File: src/design/mahs_pkg.sv
`default_nettype none
package mahs_pkg;

  // field widths fixed by the item format
  localparam int unsigned FUNC_W   = 2;
  localparam int unsigned ACTION_W = 3;
  localparam int unsigned MODE_W   = 2;
  localparam int unsigned PHASE_W  = 3;
  localparam int unsigned SPEED_W  = 23;

  // configuration register indexes
  localparam logic CFG_START_SPEED = 1'b0;
  localparam logic CFG_FINAL_SPEED = 1'b1;

  // configuration reset values
  localparam logic [SPEED_W-1:0] START_SPEED_RST = 23'd15000;
  localparam logic [SPEED_W-1:0] FINAL_SPEED_RST = 23'd1000;

  typedef enum logic [FUNC_W-1:0] {
    FUNC_POLL   = 2'd0,
    FUNC_HOME   = 2'd1,
    FUNC_ROTATE = 2'd2,
    FUNC_STOP   = 2'd3
  } func_t;

  typedef enum logic [MODE_W-1:0] {
    MODE_WAIT     = 2'd0,
    MODE_ROTATING = 2'd1,
    MODE_STOPPING = 2'd2,
    MODE_HOMING   = 2'd3
  } mode_t;

  typedef enum logic [PHASE_W-1:0] {
    PH_WAIT = 3'd0,
    PH_RISE = 3'd1,
    PH_ON   = 3'd2,
    PH_FALL = 3'd3,
    PH_ZERO = 3'd4
  } phase_t;

  typedef enum logic [ACTION_W-1:0] {
    ACT_NONE       = 3'd0,
    ACT_STOP       = 3'd1,
    ACT_ESTOP      = 3'd2,
    ACT_RUN        = 3'd3,
    ACT_RESET_ZERO = 3'd4,
    ACT_FINISHED   = 3'd5,
    ACT_HOME_ERR   = 3'd6,
    ACT_START_MOVE = 3'd7
  } action_t;

  // one input item as held in the input register
  typedef struct packed {
    func_t func;
    logic  is_moving;
    logic  home_sensor;
    logic  stop_hard;
  } item_t;

  // supervisor control state
  typedef struct packed {
    mode_t  mode;
    phase_t phase;
  } ctl_t;

endpackage
`default_nettype wire

File: src/design/mahs_if.sv
`default_nettype none
// input item channel
interface mahs_item_if;
  logic                        valid;
  logic                        ready;
  logic [mahs_pkg::FUNC_W-1:0] func;
  logic                        is_moving;
  logic                        home_sensor;
  logic                        stop_hard;

  modport source (output valid, func, is_moving, home_sensor, stop_hard, input ready);
  modport sink   (input valid, func, is_moving, home_sensor, stop_hard, output ready);
endinterface

// result item channel
interface mahs_result_if #(
  parameter int unsigned VEL_BITS = 24
);
  logic                          valid;
  logic                          ready;
  logic [mahs_pkg::ACTION_W-1:0] action;
  logic signed [VEL_BITS-1:0]    run_velocity;
  logic [mahs_pkg::MODE_W-1:0]   axis_mode;
  logic [mahs_pkg::PHASE_W-1:0]  home_phase;

  modport source (output valid, action, run_velocity, axis_mode, home_phase, input ready);
  modport sink   (input valid, action, run_velocity, axis_mode, home_phase, output ready);
endinterface
`default_nettype wire

File: src/design/mahs_step.sv
`default_nettype none
module mahs_step #(
  parameter int unsigned VEL_BITS = 24
) (
  input  mahs_pkg::item_t                    item,
  input  mahs_pkg::ctl_t                     ctl_q,
  input  logic signed [VEL_BITS-1:0]         last_q,
  input  logic [mahs_pkg::SPEED_W-1:0]       start_speed,
  input  logic [mahs_pkg::SPEED_W-1:0]       final_speed,
  output mahs_pkg::ctl_t                     ctl_d,
  output logic signed [VEL_BITS-1:0]         last_d,
  output mahs_pkg::action_t                  action,
  output logic signed [VEL_BITS-1:0]         run_vel
);

  localparam logic [VEL_BITS-1:0] VEL_MAX = {1'b0, {(VEL_BITS-1){1'b1}}};

  logic [VEL_BITS-1:0]        sat_start;
  logic [VEL_BITS-1:0]        sat_final;
  logic [VEL_BITS-1:0]        last_adj;
  logic signed [VEL_BITS-1:0] half_tz;
  logic signed [VEL_BITS-1:0] rev_vel;
  logic signed [VEL_BITS-1:0] new_vel;
  logic [VEL_BITS-1:0]        new_mag;

  // register speeds clipped to the largest positive velocity
  assign sat_start = (33'(start_speed) > 33'(VEL_MAX)) ? VEL_MAX
                                                       : VEL_BITS'(start_speed);
  assign sat_final = (33'(final_speed) > 33'(VEL_MAX)) ? VEL_MAX
                                                       : VEL_BITS'(final_speed);

  // reverse at half speed (halving truncated toward zero), or final speed when the home sensor is set
  assign last_adj = last_q + VEL_BITS'(last_q[VEL_BITS-1]);
  assign half_tz  = $signed(last_adj) >>> 1;
  assign rev_vel  = -half_tz;
  assign new_vel  = item.home_sensor ? $signed(sat_final) : rev_vel;
  assign new_mag  = new_vel[VEL_BITS-1] ? VEL_BITS'(-new_vel) : VEL_BITS'(new_vel);

  // next state and action for one item
  always_comb begin
    ctl_d   = ctl_q;
    last_d  = last_q;
    action  = mahs_pkg::ACT_NONE;
    run_vel = '0;
    case (item.func)
      mahs_pkg::FUNC_POLL: begin
        case (ctl_q.mode)
          mahs_pkg::MODE_ROTATING: begin
            if (!item.is_moving) ctl_d.mode = mahs_pkg::MODE_STOPPING;
          end
          mahs_pkg::MODE_STOPPING: begin
            if (!item.is_moving) begin
              ctl_d.mode = mahs_pkg::MODE_WAIT;
              action     = mahs_pkg::ACT_FINISHED;
            end
          end
          mahs_pkg::MODE_HOMING: begin
            case (ctl_q.phase)
              mahs_pkg::PH_WAIT: begin
                if (item.is_moving) begin
                  action = mahs_pkg::ACT_STOP;
                end else begin
                  run_vel     = $signed(sat_start);
                  last_d      = $signed(sat_start);
                  ctl_d.phase = mahs_pkg::PH_RISE;
                  action      = mahs_pkg::ACT_RUN;
                end
              end
              mahs_pkg::PH_RISE: begin
                if (item.home_sensor) begin
                  ctl_d.phase = mahs_pkg::PH_ON;
                  action      = mahs_pkg::ACT_STOP;
                end
              end
              mahs_pkg::PH_ON: begin
                if (item.is_moving) begin
                  action = mahs_pkg::ACT_STOP;
                end else if (33'(new_mag) < 33'(final_speed)) begin
                  // search speed too low
                  ctl_d.mode  = mahs_pkg::MODE_STOPPING;
                  ctl_d.phase = mahs_pkg::PH_WAIT;
                  action      = mahs_pkg::ACT_HOME_ERR;
                end else begin
                  run_vel     = new_vel;
                  last_d      = new_vel;
                  ctl_d.phase = item.home_sensor ? mahs_pkg::PH_FALL : mahs_pkg::PH_RISE;
                  action      = mahs_pkg::ACT_RUN;
                end
              end
              mahs_pkg::PH_FALL: begin
                if (!item.home_sensor) begin
                  ctl_d.phase = mahs_pkg::PH_ZERO;
                  action      = mahs_pkg::ACT_ESTOP;
                end
              end
              mahs_pkg::PH_ZERO: begin
                if (!item.is_moving) begin
                  ctl_d.mode  = mahs_pkg::MODE_WAIT;
                  ctl_d.phase = mahs_pkg::PH_WAIT;
                  action      = mahs_pkg::ACT_RESET_ZERO;
                end
              end
              default: ;
            endcase
          end
          default: ;
        endcase
      end
      mahs_pkg::FUNC_HOME: begin
        ctl_d.phase = mahs_pkg::PH_WAIT;
        ctl_d.mode  = mahs_pkg::MODE_HOMING;
      end
      mahs_pkg::FUNC_ROTATE: begin
        ctl_d.mode = mahs_pkg::MODE_ROTATING;
        action     = mahs_pkg::ACT_START_MOVE;
      end
      default: begin
        ctl_d.mode = mahs_pkg::MODE_STOPPING;
        action     = item.stop_hard ? mahs_pkg::ACT_ESTOP : mahs_pkg::ACT_STOP;
      end
    endcase
  end

endmodule
`default_nettype wire

File: src/design/motor_axis_homing_supervisor.sv
`default_nettype none
// an input item passes the input register and then the result register before its result is offered
// throughput: one item per cycle; input register, step logic, result register
// a stall on the result side holds both stages, a new item enters as soon as one moves
// reset (rst_n low, synchronous): mode wait, phase wait, last speed zero,
// start speed 15000, final speed 1000, both stages empty
module motor_axis_homing_supervisor #(
  parameter int unsigned VEL_BITS = 24
) (
  input  wire logic                          clk,
  input  wire logic                          rst_n,
  mahs_item_if.sink                          in_item,
  mahs_result_if.source                      out_result,
  input  wire logic                          cfg_we,
  input  wire logic                          cfg_index,
  input  wire logic [mahs_pkg::SPEED_W-1:0]  cfg_wdata
);

  logic [mahs_pkg::SPEED_W-1:0] start_speed_r;
  logic [mahs_pkg::SPEED_W-1:0] final_speed_r;

  logic                         s1_valid_r;
  mahs_pkg::item_t              s1_item_r;
  mahs_pkg::ctl_t               ctl_r;
  logic signed [VEL_BITS-1:0]   last_speed_r;

  logic                         out_valid_r;
  mahs_pkg::action_t            action_r;
  logic signed [VEL_BITS-1:0]   vel_r;
  mahs_pkg::ctl_t               out_ctl_r;

  mahs_pkg::ctl_t               ctl_nxt;
  logic signed [VEL_BITS-1:0]   last_speed_nxt;
  mahs_pkg::action_t            action_nxt;
  logic signed [VEL_BITS-1:0]   vel_nxt;

  logic advance;
  logic s1_ready;

  // handshake between stages
  assign advance        = !out_valid_r || out_result.ready;
  assign s1_ready       = !s1_valid_r || advance;
  assign in_item.ready  = s1_ready;

  // configuration registers
  always_ff @(posedge clk) begin
    if (!rst_n) begin
      start_speed_r <= mahs_pkg::START_SPEED_RST;
      final_speed_r <= mahs_pkg::FINAL_SPEED_RST;
    end else if (cfg_we) begin
      if (cfg_index == mahs_pkg::CFG_START_SPEED) start_speed_r <= cfg_wdata;
      if (cfg_index == mahs_pkg::CFG_FINAL_SPEED) final_speed_r <= cfg_wdata;
    end
  end

  // input register
  always_ff @(posedge clk) begin
    if (!rst_n) begin
      s1_valid_r <= 1'b0;
    end else if (s1_ready) begin
      s1_valid_r <= in_item.valid;
    end
  end

  always_ff @(posedge clk) begin
    if (s1_ready && in_item.valid) begin
      s1_item_r.func        <= mahs_pkg::func_t'(in_item.func);
      s1_item_r.is_moving   <= in_item.is_moving;
      s1_item_r.home_sensor <= in_item.home_sensor;
      s1_item_r.stop_hard   <= in_item.stop_hard;
    end
  end

  // step logic
  mahs_step #(
    .VEL_BITS (VEL_BITS)
  ) u_step (
    .item        (s1_item_r),
    .ctl_q       (ctl_r),
    .last_q      (last_speed_r),
    .start_speed (start_speed_r),
    .final_speed (final_speed_r),
    .ctl_d       (ctl_nxt),
    .last_d      (last_speed_nxt),
    .action      (action_nxt),
    .run_vel     (vel_nxt)
  );

  // supervisor state, updated as an item moves to the result register
  always_ff @(posedge clk) begin
    if (!rst_n) begin
      ctl_r.mode   <= mahs_pkg::MODE_WAIT;
      ctl_r.phase  <= mahs_pkg::PH_WAIT;
      last_speed_r <= '0;
    end else if (s1_valid_r && advance) begin
      ctl_r        <= ctl_nxt;
      last_speed_r <= last_speed_nxt;
    end
  end

  // result register
  always_ff @(posedge clk) begin
    if (!rst_n) begin
      out_valid_r <= 1'b0;
    end else if (advance) begin
      out_valid_r <= s1_valid_r;
    end
  end

  always_ff @(posedge clk) begin
    if (s1_valid_r && advance) begin
      action_r  <= action_nxt;
      vel_r     <= vel_nxt;
      out_ctl_r <= ctl_nxt;
    end
  end

  assign out_result.valid        = out_valid_r;
  assign out_result.action       = action_r;
  assign out_result.run_velocity = vel_r;
  assign out_result.axis_mode    = out_ctl_r.mode;
  assign out_result.home_phase   = out_ctl_r.phase;

endmodule
`default_nettype wire
File: src/flat_wrapper.sv
// flat-port wrapper written by rule: the top's interface ports become plain ports
module motor_axis_homing_supervisor_flat 
#(
  parameter int unsigned VEL_BITS = 24
)
  (clk, rst_n, cfg_we, cfg_index, cfg_wdata, in_item_valid, in_item_func, in_item_is_moving, in_item_home_sensor, in_item_stop_hard, in_item_ready, out_result_valid, out_result_action, out_result_run_velocity, out_result_axis_mode, out_result_home_phase, out_result_ready);
  mahs_item_if in_item_i ();
  mahs_result_if #(.VEL_BITS(VEL_BITS)) out_result_i ();
  input  wire logic clk;
  input  wire logic rst_n;
  input  wire logic cfg_we;
  input  wire logic cfg_index;
  input  wire logic [mahs_pkg::SPEED_W-1:0] cfg_wdata;
  input wire logic [$bits(in_item_i.valid)-1:0] in_item_valid;
  input wire logic [$bits(in_item_i.func)-1:0] in_item_func;
  input wire logic [$bits(in_item_i.is_moving)-1:0] in_item_is_moving;
  input wire logic [$bits(in_item_i.home_sensor)-1:0] in_item_home_sensor;
  input wire logic [$bits(in_item_i.stop_hard)-1:0] in_item_stop_hard;
  output wire logic [$bits(in_item_i.ready)-1:0] in_item_ready;
  output wire logic [$bits(out_result_i.valid)-1:0] out_result_valid;
  output wire logic [$bits(out_result_i.action)-1:0] out_result_action;
  output wire logic [$bits(out_result_i.run_velocity)-1:0] out_result_run_velocity;
  output wire logic [$bits(out_result_i.axis_mode)-1:0] out_result_axis_mode;
  output wire logic [$bits(out_result_i.home_phase)-1:0] out_result_home_phase;
  input wire logic [$bits(out_result_i.ready)-1:0] out_result_ready;
  assign in_item_i.valid = in_item_valid;
  assign in_item_i.func = in_item_func;
  assign in_item_i.is_moving = in_item_is_moving;
  assign in_item_i.home_sensor = in_item_home_sensor;
  assign in_item_i.stop_hard = in_item_stop_hard;
  assign in_item_ready = in_item_i.ready;
  assign out_result_valid = out_result_i.valid;
  assign out_result_action = out_result_i.action;
  assign out_result_run_velocity = out_result_i.run_velocity;
  assign out_result_axis_mode = out_result_i.axis_mode;
  assign out_result_home_phase = out_result_i.home_phase;
  assign out_result_i.ready = out_result_ready;
  motor_axis_homing_supervisor #(.VEL_BITS(VEL_BITS)) u_core (.clk(clk), .rst_n(rst_n), .in_item(in_item_i), .out_result(out_result_i), .cfg_we(cfg_we), .cfg_index(cfg_index), .cfg_wdata(cfg_wdata));
endmodule
File: config.mk
export PLATFORM = sky130hd
export DESIGN_NAME = motor_axis_homing_supervisor_flat
export DESIGN_NICKNAME = d
export VERILOG_FILES = /design/src/design/mahs_pkg.sv /design/src/design/mahs_if.sv /design/src/design/mahs_step.sv /design/src/design/motor_axis_homing_supervisor.sv /design/src/flat_wrapper.sv
export SDC_FILE = /design/constraint.sdc
export NUM_CORES = 1
export LEC_CHECK = 0
export BUFFER_PORTS_ARGS = -buffer_cell sky130_fd_sc_hd__buf_4
export CAP_MARGIN = 0
export CELL_PAD_IN_SITES_DETAIL_PLACEMENT = 1
export CELL_PAD_IN_SITES_GLOBAL_PLACEMENT = 1
export CORE_MARGIN = 2
export CORE_UTILIZATION = 40
export CTS_CLUSTER_SIZE = 20
export DETAILED_ROUTE_END_ITERATION = 7
export HOLD_SLACK_MARGIN = 0.03
export MAX_ROUTING_LAYER = met4
export PLACE_DENSITY = 0.82
export SYNTH_ARGS = -nofsm -noshare
export SYNTH_HDL_FRONTEND = slang
export SYNTH_SLANG_ARGS = --single-unit
File: constraint.sdc
create_clock -name clk -period 7.7 [get_ports clk]
set_input_delay 0.385 -clock clk [delete_from_list [all_inputs] [get_ports clk]]
set_output_delay 0.385 -clock clk [all_outputs]
set_load 0.03 [all_outputs]
### Yosys cells after proc, flatten, opt, wreduce, memory -nomap -nowiden

Index checks and enable logic that the tools add are counted.

* bits in registers: 114
* latch bits: 0
* memory bits (writable): 0
* bits in read-only memories: 0
* input bits: 34
* memories kept: 0

* add/subtract/negate cells: 3
* multipliers: 0
* div/mod/pow operators: 0
* $lt $le $gt $ge: 1
* eq/ne operators: 12
* shift-type cells: 0
* multiplexer cells: 37
* bitwise gates (word level): 1
* reductions and logical operators: 13

Operators by type and width (number)
* two-way mux 24 bit: 7
* one-hot mux 24 bit (2 select lines): 2
* one-hot mux 3 bit (5 select lines): 2
* adder 24 x 1 -> 24 bit: 1
* less-than comparator 24 x 23 -> 1 bit: 1
* two-way mux 3 bit: 8
* negation 23 -> 24 bit: 1
* negation 24 bit: 1
* two-way mux 23 bit: 1
* two-way mux 2 bit: 8
* one-hot mux 2 bit (3 select lines): 2
* one-hot mux 3 bit (2 select lines): 2
* two-way mux 5 bit: 2
* one-hot mux 3 bit (3 select lines): 1
* AND reduction 7 bit: 1
* == test 2 bit (second input constant): 3
* == test 3 x 2 -> 1 bit (second input constant): 2
* inequality test 2 bit (second input constant): 3
* AND reduction 2 bit: 3
* == test 2 x 1 -> 1 bit (second input constant): 2
* one-hot mux 2 bit (2 select lines): 1
* == test 3 x 1 -> 1 bit (second input constant): 1
* == test 3 bit (second input constant): 1
* logical NOT 3 bit: 1
* 7 further kinds: 10

### Depth between registers and ports, before layout

* depth after elaboration: 11
* depth in mapped cells: 29

### By module

From an unflattened synthesis, not the netlist that was laid out.

* cells, all modules: 901
* area total of the unflattened synthesis: 7454.6 um^2

Modules (own cells, without submodules)
* motor_axis_homing_supervisor: times used 1, cells an instance 375, area each 4043.9 um^2, sequential area each 2652.5 um^2
* mahs_step: times used 1, cells an instance 526, area each 3410.8 um^2, sequential area each 0.0 um^2

### Worst setup path before layout

No wires, ideal clock.

* kind: register to register
* start point: reg u_core.last_speed_r[23]
* end point: reg u_core.last_speed_r[22]
* library setup time: 0.070 ns
* data arrival time: 5.821 ns
* required time: 7.630 ns
* slack: 1.808 ns
* cell stages (with the launch flop): 28
* path buffers: 3
* period minus slack after synthesis: 5.892 ns
* cell sequence: dfxtp_1 > and2_1 > ha_1 > xor2_1 > inv_1 > ha_1 > clkbuf_1 > a2111oi_0 > or4_1 > o211ai_1 > or3_1 > nor2b_1 > nand2_1 > nor3_2 > a31oi_1 > xnor2_1 > ha_1 > nand4_1 > nor4_1 > o21ai_0 > a211oi_1 > a2111oi_2 > o21ai_0 > o21a_1 > clkbuf_1 > clkbuf_1 > o211ai_1 > a21oi_1

* word-level cells in the longest chain between the ends: 8
* elaborated cells between the ends (all ways): 11
* those cells by class: 3 x add/sub; 1 x order compare; 1 x eq/ne; 5 x mux; 1 x reduce/logical

RTL lines
* start: declaration: RTL line motor_axis_homing_supervisor.sv:25 `logic signed [VEL_BITS-1:0] last_speed_r;`
* start signal: assignment: RTL line motor_axis_homing_supervisor.sv:97 `last_speed_r <= last_speed_nxt;`
* adder 24 x 1 -> 24 bit (*): RTL line mahs_step.sv:33 `assign last_adj = last_q + VEL_BITS'(last_q[VEL_BITS-1]);`
* negation 23 -> 24 bit (*): RTL line mahs_step.sv:35 `assign rev_vel = -half_tz;`
* two-way mux 24 bit (*): RTL line mahs_step.sv:36 `assign new_vel = item.home_sensor ? $signed(sat_final) : rev_vel;`
* negation 24 bit: RTL line mahs_step.sv:37 `assign new_mag = new_vel[VEL_BITS-1] ? VEL_BITS'(-new_vel) : VEL_BITS'(new_vel);`
* two-way mux 24 bit: RTL line mahs_step.sv:37
* less-than comparator 24 x 23 -> 1 bit: RTL line mahs_step.sv:78 `end else if (33'(new_mag) < 33'(final_speed)) begin`
* inequality test 2 bit (no line)
* AND reduction 7 bit (no line)

Mark *: on every way between the ends. The rest lies on a longest branch, timed or not. The select of a mux whose other input is x is not followed.
A chain may end at the register's enable or synchronous reset.

### Final worst setup path

* start point: reg u_core.last_speed_r[23]
* end point: reg u_core.vel_r[0] (netlist: u_core.out_result.run_velocity[0]) (data pin)

* word-level cells in the longest chain between the ends: 9

RTL lines
* adder 24 x 1 -> 24 bit (*): RTL line mahs_step.sv:33
* negation 23 -> 24 bit (*): RTL line mahs_step.sv:35
* two-way mux 24 bit (*): RTL line mahs_step.sv:36
* negation 24 bit: RTL line mahs_step.sv:37
* two-way mux 24 bit: RTL line mahs_step.sv:37
* less-than comparator 24 x 23 -> 1 bit: RTL line mahs_step.sv:78
* two-way mux 24 bit (*): RTL line mahs_step.sv:78
* two-way mux 24 bit (*): RTL line mahs_step.sv:76 `if (item.is_moving) begin`
* one-hot mux 24 bit (2 select lines) (*): RTL line mahs_step.sv:58 `case (ctl_q.phase)`
* end signal: assignment: RTL line motor_axis_homing_supervisor.sv:113 `vel_r <= vel_nxt;`
* end: declaration: RTL line motor_axis_homing_supervisor.sv:29 `logic signed [VEL_BITS-1:0] vel_r;`

Mark *: on every way between the ends. The rest lies on a longest branch, timed or not.

==> flow_summary.ini <==
[floorplan]
dieHeight_um = 144.6
horizontal_extent_of_the_die_um = 144.6
coreArea_um2 = 19460
placement_rows = 51
die_area_um2 = 20910
pin_count = 68
initial_utilization = 0.4064

[setup_path]
worst_path_max_delay_cell = a2111oi_0
path_delay_family = compound AO/OA/AOI/OAI gates
cpMostUsedCell = ha_1
worstSetupPathType = flip-flop to flip-flop
timing.critical_path.arrival_ns = 7.34
rr_worst_depth = 26
cp-end-kind = flip-flop
crit_path_max_fanout = 15
timing.critical_path.slowest_cell_delay_ns = 0.56
critical_path.startpoint_type = flip-flop
cp_data_required_time_ns = 7.83
critical_path_cell_count = 26
cp.buffers_inverters = 2

[synthesis]
post-synth-top-area-fraction = 0.1949
cell_count_after_synthesis = 971
ys_warn_count = 0
synthDistinctLibCells = 95
syn_nets = 1034
ys_ff_latch = 114
synth-seq-area-share = 0.3354
post_synth_instance_area_um2 = 7909
async_reset_ff_frac = 0
synth_top_cells_by_area = dfxtp_1 19%, edfxtp_1 14%, nand2_1 7.1%
synth_flop_cell = dfxtp_1
number_of_enable_flip_flop_cells_after_synthesis = 37
syn_area_per_cell_um2 = 8.145
yosys.area.top_type = dfxtp_1

[clocking]
cts.sink_count = 114
cts_tree = done
ctsRootBufferMaster = clkbuf_16
clkTransAtPathRegs_ns = 0.06
clkLatencyLatePin_ns = 0.43
holdBufCountCts = 0
numCtsBuffers = 17
ctsHtreeMaxLevel = 4
cts_buffer_depth = 2

[place]
port_buffers = 67
routability_driven_placement_congestion_ratio = 0.9319
detailedPlacementHpwl_mm = 18.16
post_dp_cell_area_um2 = 8527

[status]
run_status = complete, no violations

[global_route]
met2_use_gr = 0.4096
grt_start_max_net_pins = 40
globalRoute.totalOverflow = 0
use_met3 = 0.03742
grt_pass1_vias = 7331
grt_util_met1 = 0.3498
antenna_violations_before_repair = 0
grt_pass1_wl_mm = 40.77
grtUsageTotal = 0.2600
grt_most_used_layer = met2

[cells_and_area]
layout_commonest_cell = nand2_1
final_util = 0.4669
drive_gt1_frac = 0.1589
final_cell_mix = 149 x nand2_1, 108 x nor2_1, 79 x buf_4
multi_input_area_um2 = 4781
layout.cell_area.non_filler_um2 = 9087
antenna_cells = 0
fillCellCount = 2336
layout-area-overhead-vs-synth_pct = 14.90
register_area_um2 = 2653
final_nets = 1057

[routing]
drt-vias-per-instance = 5.845
detailroute.via_count = 7435
drt_pass1_iterations = 5
wl_mm = 25.82
drt-initial-drc-count = 676
drt.antenna.violating_nets = 0
drc = 0
detail_route.wl_per_cell_um = 20.30

[worst_hold_path]
min_path_type = primary input to flip-flop
hold_path_depth = 1

[timing]
worst_clock_skew_ns = 0.01220
final_min_period_over_clock_period = 0.9371
final.setup.tns_ns = 0
finalHoldViolCount = 0
slew_viol_final = 0
finalSetupViolations = 0
worst-slew-pin-transition_ns = 1.133
maxSlewHeadroom = 0.2449
unrepaired_setup_endpoints_after_global_routing = no
achievable-frequency_mhz = 138.6
finalCriticalPeriod_ns = 7.216

[power]
design_power_total_mw = 1.622
ir_worst_vdd_uv = 162.1
power-per-cell-area_nw_per_um2 = 178.5
leakagePower_nw = 3.442

[run]
maxCapViolations = 0
==> what timing repair did <==
action / 4_1_cts / 5_1_grt
setup endpoints to repair: 0 / 1
buffers inserted: 0 / 0
resized for setup: 0 / 1
==> synthesized netlist by cell type (16+ instances only) <==
| cell | instances |
|---|---|
| o211ai_1 | 16 |
| xor2_1 | 16 |
| ha_1 | 29 |
| nand2_1 | 149 |
| xnor2_1 | 33 |
| dfxtp_1 | 77 |
| nand4_1 | 18 |
| clkbuf_1 | 53 |
| nand3_1 | 23 |
| edfxtp_1 | 37 |
| a211oi_1 | 21 |
| mux2i_1 | 16 |
| inv_1 | 39 |
| o21ai_0 | 17 |
| nor2_1 | 108 |
| a21oi_1 | 73 |
| nor3_1 | 18 |
==> cell type report <==
class                      instances  share of cell area
clock buffer                      22             0.05232
clock inverter                    10            0.009225
inverter                          40             0.01652
multi-input combinational        741              0.5261
sequential                       114              0.2919
tap                              265             0.03649
timing repair buffer              80             0.06747
==> metrics by stage <==
stage / setup slack (ns) / hold WS [ns] / std cells
finish: 0.4845 / 0.1305 / 1272
global route: 0.02024 / 0.1247 / 1272
CTS: 0.5708 / 0.1206 / 1272
detailed placement: 0.6879 / 0.4578 / 1240
global placement: 0.9605 / 0.4448 / 1240
floorplan: 1.808 / 0.4363 / 971
==> flip-flops by register name (all words and copies together) (netlist names) <==
name,cells
u_core.ctl_r,5
u_core.final_speed_r,23
u_core.last_speed_r,24
u_core.out_result.action,3
u_core.out_result.axis_mode,2
u_core.out_result.home_phase,3
u_core.out_result.run_velocity,24
u_core.out_result.valid,1
u_core.s1_item_r,5
u_core.s1_valid_r,1
u_core.start_speed_r,23
==> power breakdown <==
group / internal [mW] / leakage, nW / switching, mW
sequential: 0.644 / 0.974 / 0.0215
combinational: 0.0743 / 2.19 / 0.121
clock: 0.468 / 0.275 / 0.294
==> worst paths after layout <==
path	endpoint	start	slack, ns
setup reg to reg	u_core.out_result.run_velocity[0]	u_core.last_speed_r[23]	0.48
hold / removal	u_core.s1_item_r[4]	in_item_func[1]	0.13
setup / recovery	u_core.out_result.run_velocity[0]	u_core.last_speed_r[23]	0.48
hold reg to reg	u_core.final_speed_r[15]	u_core.final_speed_r[15]	0.47
==> metal layers <==
metal	part of all wire	routed length [um]
met1	0.47	12170
met2	0.47	12090
met3	0.041	1070
met4	0.019	486
met5	0	0
==> logic make-up after synthesis <==
| logic type | count (synthesis) | synth area share |
|---|---|---|
| xor gates and xnor gates | 50 | 0.05632 |
| AOI/OAI and AO/OA | 243 | 0.2215 |
| adders and majority gates | 29 | 0.04588 |
| DFF | 114 | 0.3354 |
| and+or+nand+nor | 400 | 0.2544 |
| buffers and inverters | 116 | 0.06201 |
| muxes | 19 | 0.02452 |
No activity file was read; power rests on OpenSTA's default activity.
